## config.mk

```make
export PLATFORM = sky130hd
export DESIGN_NAME = programming_frame_serializer_core
export DESIGN_NICKNAME = d
export VERILOG_FILES = /design/src/design/pfs_pkg.sv /design/src/design/programming_frame_serializer_core.sv /design/src/design/pfs_frame_shifter.sv /design/src/design/pfs_sequencer.sv
export SDC_FILE = /design/constraint.sdc
export NUM_CORES = 1
export LEC_CHECK = 0
export CAP_MARGIN = 20
export CORE_MARGIN = 2
export CORE_UTILIZATION = 25
export CTS_BUF_LIST = sky130_fd_sc_hd__clkbuf_16
export DETAILED_ROUTE_END_ITERATION = 10
export DONT_BUFFER_PORTS = 1
export GPL_ROUTABILITY_DRIVEN = 0
export PLACE_DENSITY = 0.43
export SYNTH_ARGS = -nofsm -noshare
export SYNTH_HDL_FRONTEND = slang
export SYNTH_HIERARCHICAL = 1
export SYNTH_SLANG_ARGS = --single-unit
```

## constraint.sdc

```tcl
create_clock -name i_clk -period 4.1 [get_ports i_clk]
set_clock_uncertainty 0.2 [all_clocks]
set_input_delay 0.615 -clock i_clk [delete_from_list [all_inputs] [get_ports i_clk]]
set_output_delay 0.615 -clock i_clk [all_outputs]
set_load 0.02 [all_outputs]
```

## src/design/pfs_pkg.sv

```systemverilog
// Package for the programming frame serializer.
// Holds the family codes, sequencer state type, shifter control struct and
// the frame assembly functions. No dependencies.
package pfs_pkg;

    localparam int unsigned FrameMax   = 32;
    localparam int unsigned LenW       = 6;   // holds 0..FrameMax
    localparam int unsigned IdxW       = 5;   // bit position 0..FrameMax-1
    localparam int unsigned CmdW       = 8;
    localparam int unsigned PayW       = 24;
    localparam int unsigned FamW       = 2;

    typedef enum logic [1:0] {
        FAM_W4_P16   = 2'd0,
        FAM_W6_P14   = 2'd1,
        FAM_W8_P22   = 2'd2,
        FAM_W4_P24   = 2'd3
    } t_family;

    typedef enum logic {
        ST_IDLE = 1'b0,
        ST_SEND = 1'b1
    } t_state;

    typedef struct packed {
        logic load;
        logic shift;
    } t_shift_ctrl;

    // Frame word with the first bit to go out in bit 0.
    function automatic logic [FrameMax-1:0] build_frame(
        input t_family          fam,
        input logic [CmdW-1:0]  cmd,
        input logic [PayW-1:0]  pay
    );
        logic [FrameMax-1:0] msb_word;
        logic [FrameMax-1:0] word;
        msb_word = '0;
        word     = '0;
        case (fam)
            FAM_W4_P16: word = {12'd0, pay[15:0], cmd[3:0]};
            FAM_W6_P14: word = {10'd0, 1'b0, pay[13:0], 1'b0, cmd[5:0]};
            FAM_W8_P22: begin
                // MSB first: reverse so the command MSB leads
                msb_word = {cmd[7:0], 1'b0, pay[21:0], 1'b0};
                for (int i = 0; i < FrameMax; i++) begin
                    word[i] = msb_word[FrameMax-1-i];
                end
            end
            FAM_W4_P24: word = {4'd0, pay[23:0], cmd[3:0]};
            default:    word = '0;
        endcase
        return word;
    endfunction

    function automatic logic [LenW-1:0] frame_len(
        input t_family fam,
        input logic    has_pay
    );
        logic [LenW-1:0] len;
        case (fam)
            FAM_W4_P16: len = LenW'(20);
            FAM_W6_P14: len = has_pay ? LenW'(22) : LenW'(6);
            FAM_W8_P22: len = has_pay ? LenW'(32) : LenW'(8);
            FAM_W4_P24: len = LenW'(28);
            default:    len = LenW'(20);
        endcase
        return len;
    endfunction

endpackage

```

## src/design/programming_frame_serializer_core.sv

```systemverilog
// Top level of the programming frame serializer: family register, frame
// shifter and half-bit sequencer. Depends on pfs_pkg, pfs_frame_shifter,
// pfs_sequencer.
//
//  channel  | handshake           | payload
//  ---------+---------------------+------------------------------------------
//  command  | i_valid / o_ready   | i_command, i_payload, i_has_payload
//  pins     | o_valid / i_ready   | o_clock_pin, o_data_pin, o_mode_pin, o_last
//  config   | i_cfg_we            | i_cfg_wdata (device family)
//
// A frame of N bits gives 2*N results, one per cycle while the pin side is
// ready, after the idle cycle that takes the command. The frame shift
// register moves one bit per two results. o_ready is high only between
// frames; the next command can be taken while the final result still waits
// in the output register.
// Reset (synchronous, active low) clears the sequencer and sets family 0.
module programming_frame_serializer_core (
    input  logic                          i_clk,
    input  logic                          i_rst_n,
    input  logic                          i_cfg_we,
    input  logic [pfs_pkg::FamW-1:0]      i_cfg_wdata,
    input  logic                          i_valid,
    output logic                          o_ready,
    input  logic [pfs_pkg::CmdW-1:0]      i_command,
    input  logic [pfs_pkg::PayW-1:0]      i_payload,
    input  logic                          i_has_payload,
    output logic                          o_valid,
    input  logic                          i_ready,
    output logic                          o_clock_pin,
    output logic                          o_data_pin,
    output logic                          o_mode_pin,
    output logic                          o_last
);

    pfs_pkg::t_family      r_family;
    pfs_pkg::t_shift_ctrl  shift_ctrl;
    logic                  frame_bit;
    logic                  idle;
    logic                  in_xfer;

    always_ff @(posedge i_clk) begin
        if (!i_rst_n) begin
            r_family <= pfs_pkg::FAM_W4_P16;
        end else if (i_cfg_we) begin
            r_family <= pfs_pkg::t_family'(i_cfg_wdata);
        end
    end

    assign o_ready = idle;
    assign in_xfer = i_valid && idle;

    pfs_frame_shifter u_shifter (
        .i_clk     (i_clk),
        .i_ctrl    (shift_ctrl),
        .i_family  (r_family),
        .i_command (i_command),
        .i_payload (i_payload),
        .o_bit     (frame_bit)
    );

    pfs_sequencer u_seq (
        .i_clk         (i_clk),
        .i_rst_n       (i_rst_n),
        .i_start       (in_xfer),
        .i_family      (r_family),
        .i_has_payload (i_has_payload),
        .i_bit         (frame_bit),
        .i_out_ready   (i_ready),
        .o_idle        (idle),
        .o_ctrl        (shift_ctrl),
        .o_valid       (o_valid),
        .o_clock_pin   (o_clock_pin),
        .o_data_pin    (o_data_pin),
        .o_mode_pin    (o_mode_pin),
        .o_last        (o_last)
    );

    // A taken command keeps the block busy for at least the next cycle.
    a_busy_after_take: assert property (@(posedge i_clk) disable iff (!i_rst_n)
        in_xfer |=> !o_ready)
        else $error("block ready straight after taking a command");

    // Mid-frame, a drained result is replaced at once.
    a_no_gap: assert property (@(posedge i_clk) disable iff (!i_rst_n)
        (!o_ready && o_valid && !o_last && i_ready) |=> o_valid)
        else $error("gap in half-bit stream mid-frame");

    // The final result of a frame is followed by a free output slot.
    a_last_then_gap: assert property (@(posedge i_clk) disable iff (!i_rst_n)
        (o_valid && o_last && i_ready) |=> (!o_valid || !o_last))
        else $error("back-to-back final half-bits");

endmodule

```

## src/design/pfs_frame_shifter.sv

```systemverilog
// Frame shift register: loads the assembled frame and shifts out one bit
// per bit period. Depends on pfs_pkg.
module pfs_frame_shifter (
    input  logic                         i_clk,
    input  pfs_pkg::t_shift_ctrl         i_ctrl,
    input  pfs_pkg::t_family             i_family,
    input  logic [pfs_pkg::CmdW-1:0]     i_command,
    input  logic [pfs_pkg::PayW-1:0]     i_payload,
    output logic                         o_bit
);

    logic [pfs_pkg::FrameMax-1:0] r_frame;
    logic [pfs_pkg::FrameMax-1:0] n_frame;

    always_comb begin
        n_frame = r_frame;
        if (i_ctrl.load) begin
            n_frame = pfs_pkg::build_frame(i_family, i_command, i_payload);
        end else if (i_ctrl.shift) begin
            n_frame = {1'b0, r_frame[pfs_pkg::FrameMax-1:1]};
        end
    end

    always_ff @(posedge i_clk) begin
        r_frame <= n_frame;
    end

    assign o_bit = r_frame[0];

endmodule

```

## src/design/pfs_sequencer.sv

```systemverilog
// Half-bit sequencer: walks the frame two half-bits per bit and drives the
// output register. Depends on pfs_pkg.
module pfs_sequencer (
    input  logic                  i_clk,
    input  logic                  i_rst_n,
    input  logic                  i_start,
    input  pfs_pkg::t_family      i_family,
    input  logic                  i_has_payload,
    input  logic                  i_bit,
    input  logic                  i_out_ready,
    output logic                  o_idle,
    output pfs_pkg::t_shift_ctrl  o_ctrl,
    output logic                  o_valid,
    output logic                  o_clock_pin,
    output logic                  o_data_pin,
    output logic                  o_mode_pin,
    output logic                  o_last
);

    pfs_pkg::t_state             r_state, n_state;
    logic                        r_half, n_half;
    logic [pfs_pkg::IdxW-1:0]    r_idx, n_idx;
    logic [pfs_pkg::LenW-1:0]    r_len, n_len;
    logic                        r_late, n_late;
    logic                        r_mode, n_mode;
    logic                        r_valid, n_valid;
    logic                        r_clock, n_clock;
    logic                        r_data, n_data;
    logic                        r_mode_out, n_mode_out;
    logic                        r_last, n_last;

    logic                        emit;
    logic                        final_bit;

    assign final_bit = ({1'b0, r_idx} == (r_len - pfs_pkg::LenW'(1)));

    always_ff @(posedge i_clk) begin
        if (!i_rst_n) begin
            r_state <= pfs_pkg::ST_IDLE;
            r_valid <= 1'b0;
            r_half  <= 1'b0;
            r_idx   <= '0;
        end else begin
            r_state <= n_state;
            r_valid <= n_valid;
            r_half  <= n_half;
            r_idx   <= n_idx;
        end
    end

    always_ff @(posedge i_clk) begin
        r_len      <= n_len;
        r_late     <= n_late;
        r_mode     <= n_mode;
        r_clock    <= n_clock;
        r_data     <= n_data;
        r_mode_out <= n_mode_out;
        r_last     <= n_last;
    end

    always_comb begin
        n_state    = r_state;
        n_half     = r_half;
        n_idx      = r_idx;
        n_len      = r_len;
        n_late     = r_late;
        n_mode     = r_mode;
        n_clock    = r_clock;
        n_data     = r_data;
        n_mode_out = r_mode_out;
        n_last     = r_last;
        o_ctrl     = '0;
        emit       = 1'b0;
        n_valid    = (r_valid && !i_out_ready);

        case (r_state)
            pfs_pkg::ST_IDLE: begin
                if (i_start) begin
                    n_state     = pfs_pkg::ST_SEND;
                    n_half      = 1'b0;
                    n_idx       = '0;
                    n_len       = pfs_pkg::frame_len(i_family, i_has_payload);
                    n_late      = (i_family == pfs_pkg::FAM_W4_P24);
                    n_mode      = (i_family == pfs_pkg::FAM_W8_P22);
                    o_ctrl.load = 1'b1;
                end
            end
            pfs_pkg::ST_SEND: begin
                // output slot free or being drained this cycle
                emit = !r_valid || i_out_ready;
                if (emit) begin
                    n_valid    = 1'b1;
                    n_clock    = r_late ? r_half : !r_half;
                    n_data     = i_bit;
                    n_mode_out = r_mode;
                    n_last     = r_half && final_bit;
                    if (r_half) begin
                        n_half       = 1'b0;
                        n_idx        = r_idx + pfs_pkg::IdxW'(1);
                        o_ctrl.shift = 1'b1;
                        if (final_bit) begin
                            n_state = pfs_pkg::ST_IDLE;
                        end
                    end else begin
                        n_half = 1'b1;
                    end
                end
            end
            default: begin
                n_state = pfs_pkg::ST_IDLE;
            end
        endcase
    end

    assign o_idle      = (r_state == pfs_pkg::ST_IDLE);
    assign o_valid     = r_valid;
    assign o_clock_pin = r_clock;
    assign o_data_pin  = r_data;
    assign o_mode_pin  = r_mode_out;
    assign o_last      = r_last;

endmodule
```

==> Word-level counts from Yosys, hierarchy flattened <==
Index checks and enable logic that the tools add are counted.
{ "totals": {"register_bits": 54, "output_inout_bits": 6} }
{ "classes": {"addsub": 2, "n_eq_ne": 7, "n_mux": 26, "bitwise": 1, "reduce_logical": 13} }
{ "ops": {"columns": ["op", "n"], "rows": [
  ["$pmux 32 s4", 1],
  ["$mux 32", 2],
  ["$pmux 6 s4", 1],
  ["$mux 5", 4],
  ["$mux 1", 14],
  ["$pmux 5 s2", 1],
  ["$eq 5x6->1", 1],
  ["$mux 6", 1],
  ["$reduce_and 2->1", 3],
  ["$sub 6x1->6 const B", 1],
  ["$add 5x1->5 const B", 1],
  ["$eq 2x2->1 const B", 2],
  ["$ne 2x2->1 const B", 2],
  ["$pmux 1 s2", 2],
  ["$logic_and 1x1->1", 3],
  ["$logic_not 1->1", 3],
  ["$reduce_and 3->1", 1],
  ["$eq 2x1->1 const B", 1],
  ["$logic_not 2->1", 1],
  ["$ne 2x1->1 const B", 1],
  ["$reduce_bool 2->1", 1],
  ["$logic_or 1x1->1", 1],
  ["$not 1->1", 1]
]} }

==> Longest topological paths before layout <==
Gate-level depths: netlist (run 1).
{ "logic_depth": {"depth_word": 6, "ltp_mapped": 8, "depth_no_buf": 7} }

==> By module <==
The synthesis (run 1) kept the hierarchy.
{ "by_module_without_submodules": {"columns": ["mod", "n_inst", "cells_per_inst", "area_each_um2"], "rows": [
  ["pfs_frame_shifter", 1, 170, 1885.6],
  ["pfs_sequencer", 1, 77, 857.1],
  ["programming_frame_serializer_core", 1, 7, 78.8]
]} }

==> Worst setup path before layout (run 1) <==
Ideal clock, no wire load.
{ "synth_path": {"path_type": "input -> register", "start": "input port i_valid", "end": "register u_shifter/r_frame[0] (netlist bit), enable pin", "setup_time_ns": 0.374, "t_arrival_ns": 1.874, "required_ns": 3.526, "setup_slack_ns": 1.652, "cell_stages": 6, "path_buffers": 2, "cell_sequence": "and2_1 nand2_1 inv_1 buf_2 buf_2 or2_2"} }
{ "synth_lines": {"columns": ["element", "line", "source"], "rows": [
  ["from (decl)", "programming_frame_serializer_core.sv:22", "input logic i_valid,"],
  ["to (signal assigned)", "pfs_frame_shifter.sv:25", "r_frame <= n_frame;"],
  ["to (decl)", "pfs_frame_shifter.sv:12", "logic [pfs_pkg::FrameMax-1:0] r_frame;"]
]} }

==> flow_metrics.py, run 1 <==
metrics = {
    "synthesis": {
        "synth-compound-area-share_pct": 10.8,
        "synth_edf_count": 42,
        "synth_area_um2": 2820,
        "synth_cells": 254,
        "ys_seq_area_share_pct": 51.8,
        "synth_cell_types": 41,
        "ys.flop_type": "edfxtp_1",
        "ys_async_sr_fraction_pct": 0,
        "synth_adder_area_share_pct": 0.887,
        "yosys_warnings": 6,
        "synth_xor_xnor_area_share_pct": 3.73,
        "avgSynthCellArea_um2": 11.1,
        "synthMuxAreaShare_pct": 12.1,
        "ys_ff_latch": 52,
        "syn-num-nets": 296,
        "synth_top_family_by_area": "simple AND/OR/NAND/NOR gates",
        "synth-simple-area-share_pct": 14.1,
    },
    "finish": {
        "fin_cells": 390,
        "layout_commonest_cell": "edfxtp_1",
        "nets": 291,
        "multi_input_area_um2": 1170,
        "final_cell_mix": "edfxtp_1, mux2i_1, inv_1, nand2_1, nor2_1",
        "drive_gt1_share_pct": 6.40,
        "antenna_cells": 0,
        "register_area_um2": 1460,
        "layout-area-overhead-vs-synth_pct": 8.91,
        "fillerInstances": 1143,
    },
    "routing": {
        "drc": 0,
        "vias": 1857,
        "drtIter0Drc": 76,
        "wl_per_cell_um": 16.5,
        "first_pass_iters": 4,
        "avgViaCountPerCell": 4.76,
        "ant_nets": 0,
        "wl_mm": 6.45,
    },
    "outcome": {
        "status": "finished clean",
    },
    "critical_path": {
        "worstSetupPathType": "register to register",
        "critical_path_arrival_ns": 2.51,
        "start_kind": "register",
        "cp-end-kind": "register",
        "crit_fanout": 51,
        "slowest_delay_ns": 0.43,
        "slowest_stage": "buf_4",
        "critPathRequiredTime_ns": 4.02,
        "critical_path.cell_chain": "inv_1 > and2_1 > nand2_1 > inv_1 > buf_4 > nand2_1 > o22a_1 > o21ai_0",
    },
    "sta": {
        "setup_viol": 0,
        "rsz0062_at_grt": "no",
        "slew_headroom_pct": 30.2,
        "finalHoldViolCount": 0,
        "fin_crit_ns": 2.59,
        "finalSetupTns_ns": 0,
        "tightestPinTransition_ns": 1.05,
        "maxSlewViolCount": 0,
        "timing.final.crit_share_pct": 63.1,
        "fmax_mhz": 387,
    },
    "floorplanning": {
        "initial_utilization_pct": 25.8,
        "die_w_um": 110,
        "core_area_um2": 10900,
        "io_pins": 46,
        "die_height_um": 110,
        "rows": 38,
        "die_area_um2": 12200,
    },
    "grt": {
        "grt_max_degree": 52,
        "grt_pass1_wl_mm": 10.3,
        "gr-total-overflow": 0,
        "grt_use_total_pct": 11.2,
        "antenna_found_initial": 0,
        "grt_pass1_vias": 1915,
    },
    "power": {
        "peakVddDrop_uv": 183,
        "powerDensity_nw_per_um2": 418,
        "leakage_uw": 0.00108,
    },
    "cts": {
        "ctsHtreeMaxLevel": 2,
        "clkTransAtPathRegs_ns": 0.07,
        "cts_buffer_depth": 2,
        "cts_root_buf": "clkbuf_16",
        "cts_buffers": 5,
        "clock_latency_ns": 0.29,
        "clock-sinks": 52,
        "cts_tree": "done",
        "post_cts_resized": 0,
        "cts_setup_buffers": 0,
        "hold_buffers": 0,
    },
    "worst_hold_path": {
        "hold_path.class": "register to register",
    },
    "run": {
        "maxCapViolations": 0,
    },
    "placed_design": {
        "dp_hpwl_mm": 4.40,
        "io_buffers": 0,
        "placed_cells": 382,
    },
}
==> area by class of cell <==
cell class | count | share of cell area [%]
flip-flops and latches | 52 | 47.6
well taps | 140 | 5.70
repair buffers | 2 | 0.489
inverters | 21 | 2.57
clock buffers | 5 | 4.07
clock inverters | 3 | 1.38
multi-input cells | 167 | 38.2
==> kinds of logic after synthesis <==
kind of cell | after synthesis
XOR/XNOR | 12
buffers and inverters | 35
flip-flops | 52
multiplexers | 34
AO/OA/AOI/OAI | 43
adder cells (fa/ha/maj) | 2
AND/OR/NAND/NOR | 76
==> Yosys cell counts (4+ instances only) <==
master | instances | share of area (%)
edfxtp_1 | 42 | 45
mux2i_1 | 33 | 12
inv_1 | 21 | 2.8
nand2_1 | 20 | 2.7
nor2_1 | 15 | 2.0
nand2b_1 | 14 | 3.1
dfxtp_1 | 10 | 7.1
o221ai_1 | 10 | 3.1
o22ai_1 | 10 | 2.2
buf_2 | 7 | 1.2
a31oi_1 | 6 | 1.3
xnor2_1 | 6 | 1.9
xor2_1 | 6 | 1.9
nand3_1 | 5 | 0.89
a21boi_0 | 4 | 1.1
a21oi_1 | 4 | 0.71
nor2b_1 | 4 | 0.89
==> path summary, 6_finish.rpt <==
check | end | depth (start not counted) | startpoint | slack (ns)
worst min register to register | u_seq/o_mode_pin | 0 | u_seq/r_mode | 0.23
worst min-delay path | u_seq/o_mode_pin | 0 | u_seq/r_mode | 0.23
worst max register to register | u_shifter/r_frame[16] | 8 | u_seq/r_state | 1.51
worst max-delay path | u_shifter/r_frame[16] | 8 | u_seq/r_state | 1.51
==> per-stage QoR <==
step	utilization [%]	total power [µW]	area (µm²)	worst slack, ns	hold slack (ns)
global placement	26.6	820	2910	1.58	0.229
finish	28.1	1280	3070	1.51	0.228
floorplan	-	790	2820	1.65	0.200
CTS	28.1	1300	3070	1.50	0.229
global route	28.1	1340	3070	1.27	0.231
detailed placement	26.6	820	2910	1.52	0.213
==> power by group <==
group / total (µW) / internal, µW / switching, µW
clock network: 478 / 287 / 191
registers: 658 / 629 / 29.6
logic: 149 / 63.2 / 85.6
total: 1280 / 979 / 306
==> metal layers <==
layer	GRT usage (%)	up-vias	part of all wire (%)
met2	17.8	40	47
li1	-	914	-
met5	0	-	0
met3	3.59	5	5.1
met1	14.9	898	47
met4	2.95	0	0.85
==> critical path: cells and delay by family, from the launching register on <==
kind | cells | cell delay (ns)
buffers and inverters | 3 | 0.75
AND/OR/NAND/NOR | 3 | 0.72
AO/OA/AOI/OAI | 2 | 0.37
flip-flops | 1 | 0.37
==> sequential cells by signal, indices dropped and copies added (netlist names) <==
signal,flops
u_seq/r_mode,1
u_seq/o_last,1
u_shifter/r_frame,31
u_seq/r_len,5
u_seq/r_idx,5
u_seq/o_clock_pin,1
u_seq/o_valid,1
u_seq/r_half,1
u_seq/o_data_pin,1
u_seq/o_mode_pin,1
r_family,2
u_seq/r_state,1
u_seq/r_late,1
No activity file was read; power rests on OpenSTA's default activity.
==> inputs of run 2 (changes only) <==
Clock period 4.1 ns to 2.5 ns, I/O delays scaled along.
==> run 2 against run 1 <==
  * Clock power up 43%
  * Via count up 1.4%
  * Critical endpoint is now u_shifter/r_frame[5]
  * Clock-buffer cell count unchanged
  * Register-to-register slack worse by 1.1 ns
  * Non-clock buffer count up 7
  * Worst hold slack worse by 0.21 ns
  * Worst setup slack worse by 1.1 ns
  * First-iteration DRC count up 11%
  * Highest routed layer unchanged
  * Sequential power up 63%
  * Sequential share of layout area down 0.48 points
  * Fmax up 22%
==> flow_metrics.py, run 2 (synthesized netlist as in run 1, its figures left out) <==
metrics = {
    "grt": {
        "gr-total-overflow": 0,
        "grt_pass1_wl_mm": 10.3,
        "grt_max_degree": 32,
        "grt_use_total_pct": 11.1,
        "grt_pass1_vias": 1913,
        "antenna_found_initial": 0,
    },
    "critical_path": {
        "critical_path.cell_chain": "inv_1 > and2_1 > nand2_1 > inv_1 > buf_4 > buf_4 > nand2b_1 > o221ai_1",
        "critical_path_arrival_ns": 1.93,
        "slowest_delay_ns": 0.37,
        "critPathRequiredTime_ns": 2.32,
        "cp-end-kind": "register",
        "worstSetupPathType": "register to register",
        "start_kind": "register",
        "crit_fanout": 24,
        "path_buf_inv": 4,
        "crit_family": "buffers and inverters",
        "slowest_stage": "dfxtp_1",
    },
    "cts": {
        "cts_root_buf": "clkbuf_16",
        "cts_buffer_depth": 2,
        "cts_buffers": 5,
        "cts_tree": "done",
        "ctsHtreeMaxLevel": 2,
        "clock-sinks": 52,
        "clkTransAtPathRegs_ns": 0.07,
        "post_cts_resized": 0,
        "clock_latency_ns": 0.29,
    },
    "sta": {
        "fin_ws_ns": 0.384,
        "tightestPinTransition_ns": 0.809,
        "finalHoldViolCount": 0,
        "slew_headroom_pct": 46.1,
        "finalSetupTns_ns": 0,
        "rsz0062_at_grt": "no",
        "fmax_mhz": 473,
        "timing.final.crit_share_pct": 84.6,
        "maxSlewViolCount": 0,
        "setup_viol": 0,
        "fin_crit_ns": 2.12,
    },
    "routing": {
        "ant_nets": 0,
        "drtIter0Drc": 84,
        "wl_mm": 6.39,
        "first_pass_iters": 4,
        "avgViaCountPerCell": 4.74,
        "wl_per_cell_um": 16.1,
        "vias": 1883,
        "drc": 0,
    },
    "placed_design": {
        "pre_cts_ws_ns": 0.403,
        "dp_hpwl_mm": 4.56,
        "io_buffers": 0,
    },
    "finish": {
        "final_cell_mix": "edfxtp_1, mux2i_1, inv_1, nand2_1, nor2_1",
        "largestRegisters": "u_shifter/r_frame: 31 flops, u_seq/r_idx: 5 flops, u_seq/r_len: 5 flops",
        "nets": 298,
        "largest_reg_flops": 31,
        "layout_commonest_cell": "edfxtp_1",
        "antenna_cells": 0,
        "fillerInstances": 1142,
        "layout-area-overhead-vs-synth_pct": 10.0,
        "top_register": "u_shifter/r_frame",
        "drive_gt1_share_pct": 8.17,
    },
    "floorplanning": {
        "rows": 38,
        "initial_utilization_pct": 25.8,
        "core_area_um2": 10900,
        "io_pins": 46,
        "die_height_um": 110,
        "die_area_um2": 12200,
        "die_w_um": 110,
    },
    "outcome": {
        "status": "finished clean",
    },
    "worst_hold_path": {
        "hold_path.class": "input pin to register",
    },
    "power": {
        "powerDensity_nw_per_um2": 650,
        "peakVddDrop_uv": 320,
        "leakage_uw": 0.00110,
    },
    "run": {
        "maxCapViolations": 0,
    },
}
==> run 2: cell count changes in the layout (fill, tap and decap cells not counted) <==
cell and change:
bufinv_16 -1, buf_4 +6, clkinv_1 +1, dlygate4sd3_1 +1, clkinvlp_2 -1, clkinvlp_4 +1
==> run 2: area by class of cell <==
class | instances | area [µm²] | share of cell area [%]
Tap cell | 140 | 175 | 5.64
Inverter | 21 | 78.8 | 2.54
Multi-Input combinational cell | 167 | 1170 | 37.8
Timing Repair Buffer | 9 | 70.1 | 2.26
Clock inverter | 3 | 18.8 | 0.605
Clock buffer | 5 | 125 | 4.03
Sequential cell | 52 | 1460 | 47.1
==> run 2: what timing repair did <==
action                    in CTS  in global routing
hold buffers                   1                  0
hold endpoints to repair       1                  0
setup buffers                  0                  0
==> run 2: stage by stage <==
| step | instances | area, µm² | util [%] | hold slack [ns] | power, µW |
|---|---|---|---|---|---|
| 4_1_cts | 397 | 3100 | 28.4 | 0.00735 | 2050 |
| 2_1_floorplan | 254 | 2820 | - | 0.200 | 1300 |
| 6_report | 397 | 3100 | 28.4 | 0.0143 | 2020 |
| 3_3_place_gp | 388 | 2950 | 27.0 | 0.217 | 1360 |
| 5_1_grt | 397 | 3100 | 28.4 | 0.0210 | 2120 |
| 3_5_place_dp | 388 | 2950 | 27.0 | 0.214 | 1350 |
==> run 2: path summary, 6_finish.rpt <==
path,endpoint,start,slack (ns),depth (start not counted)
min,r_family[0],i_rst_n,0.01,1
max reg2reg,u_shifter/r_frame[5],u_seq/r_state,0.38,8
max,u_shifter/r_frame[5],u_seq/r_state,0.38,8
min reg2reg,u_seq/o_mode_pin,u_seq/r_mode,0.22,0
==> run 2: report_power, final <==
| group | total (µW) | internal [µW] | switching [µW] |
|---|---|---|---|
| logic | 269 | 113 | 156 |
| clock network | 682 | 368 | 314 |
| registers | 1070 | 1030 | 35.4 |
==> run 2: routing by layer <==
layer,global-route usage [%],vias up,wire length [µm]
met1,15.2,911,3090
met3,3.00,6,340
li1,-,924,-
met4,2.68,0,61
met5,0,-,0
met2,17.4,42,2900
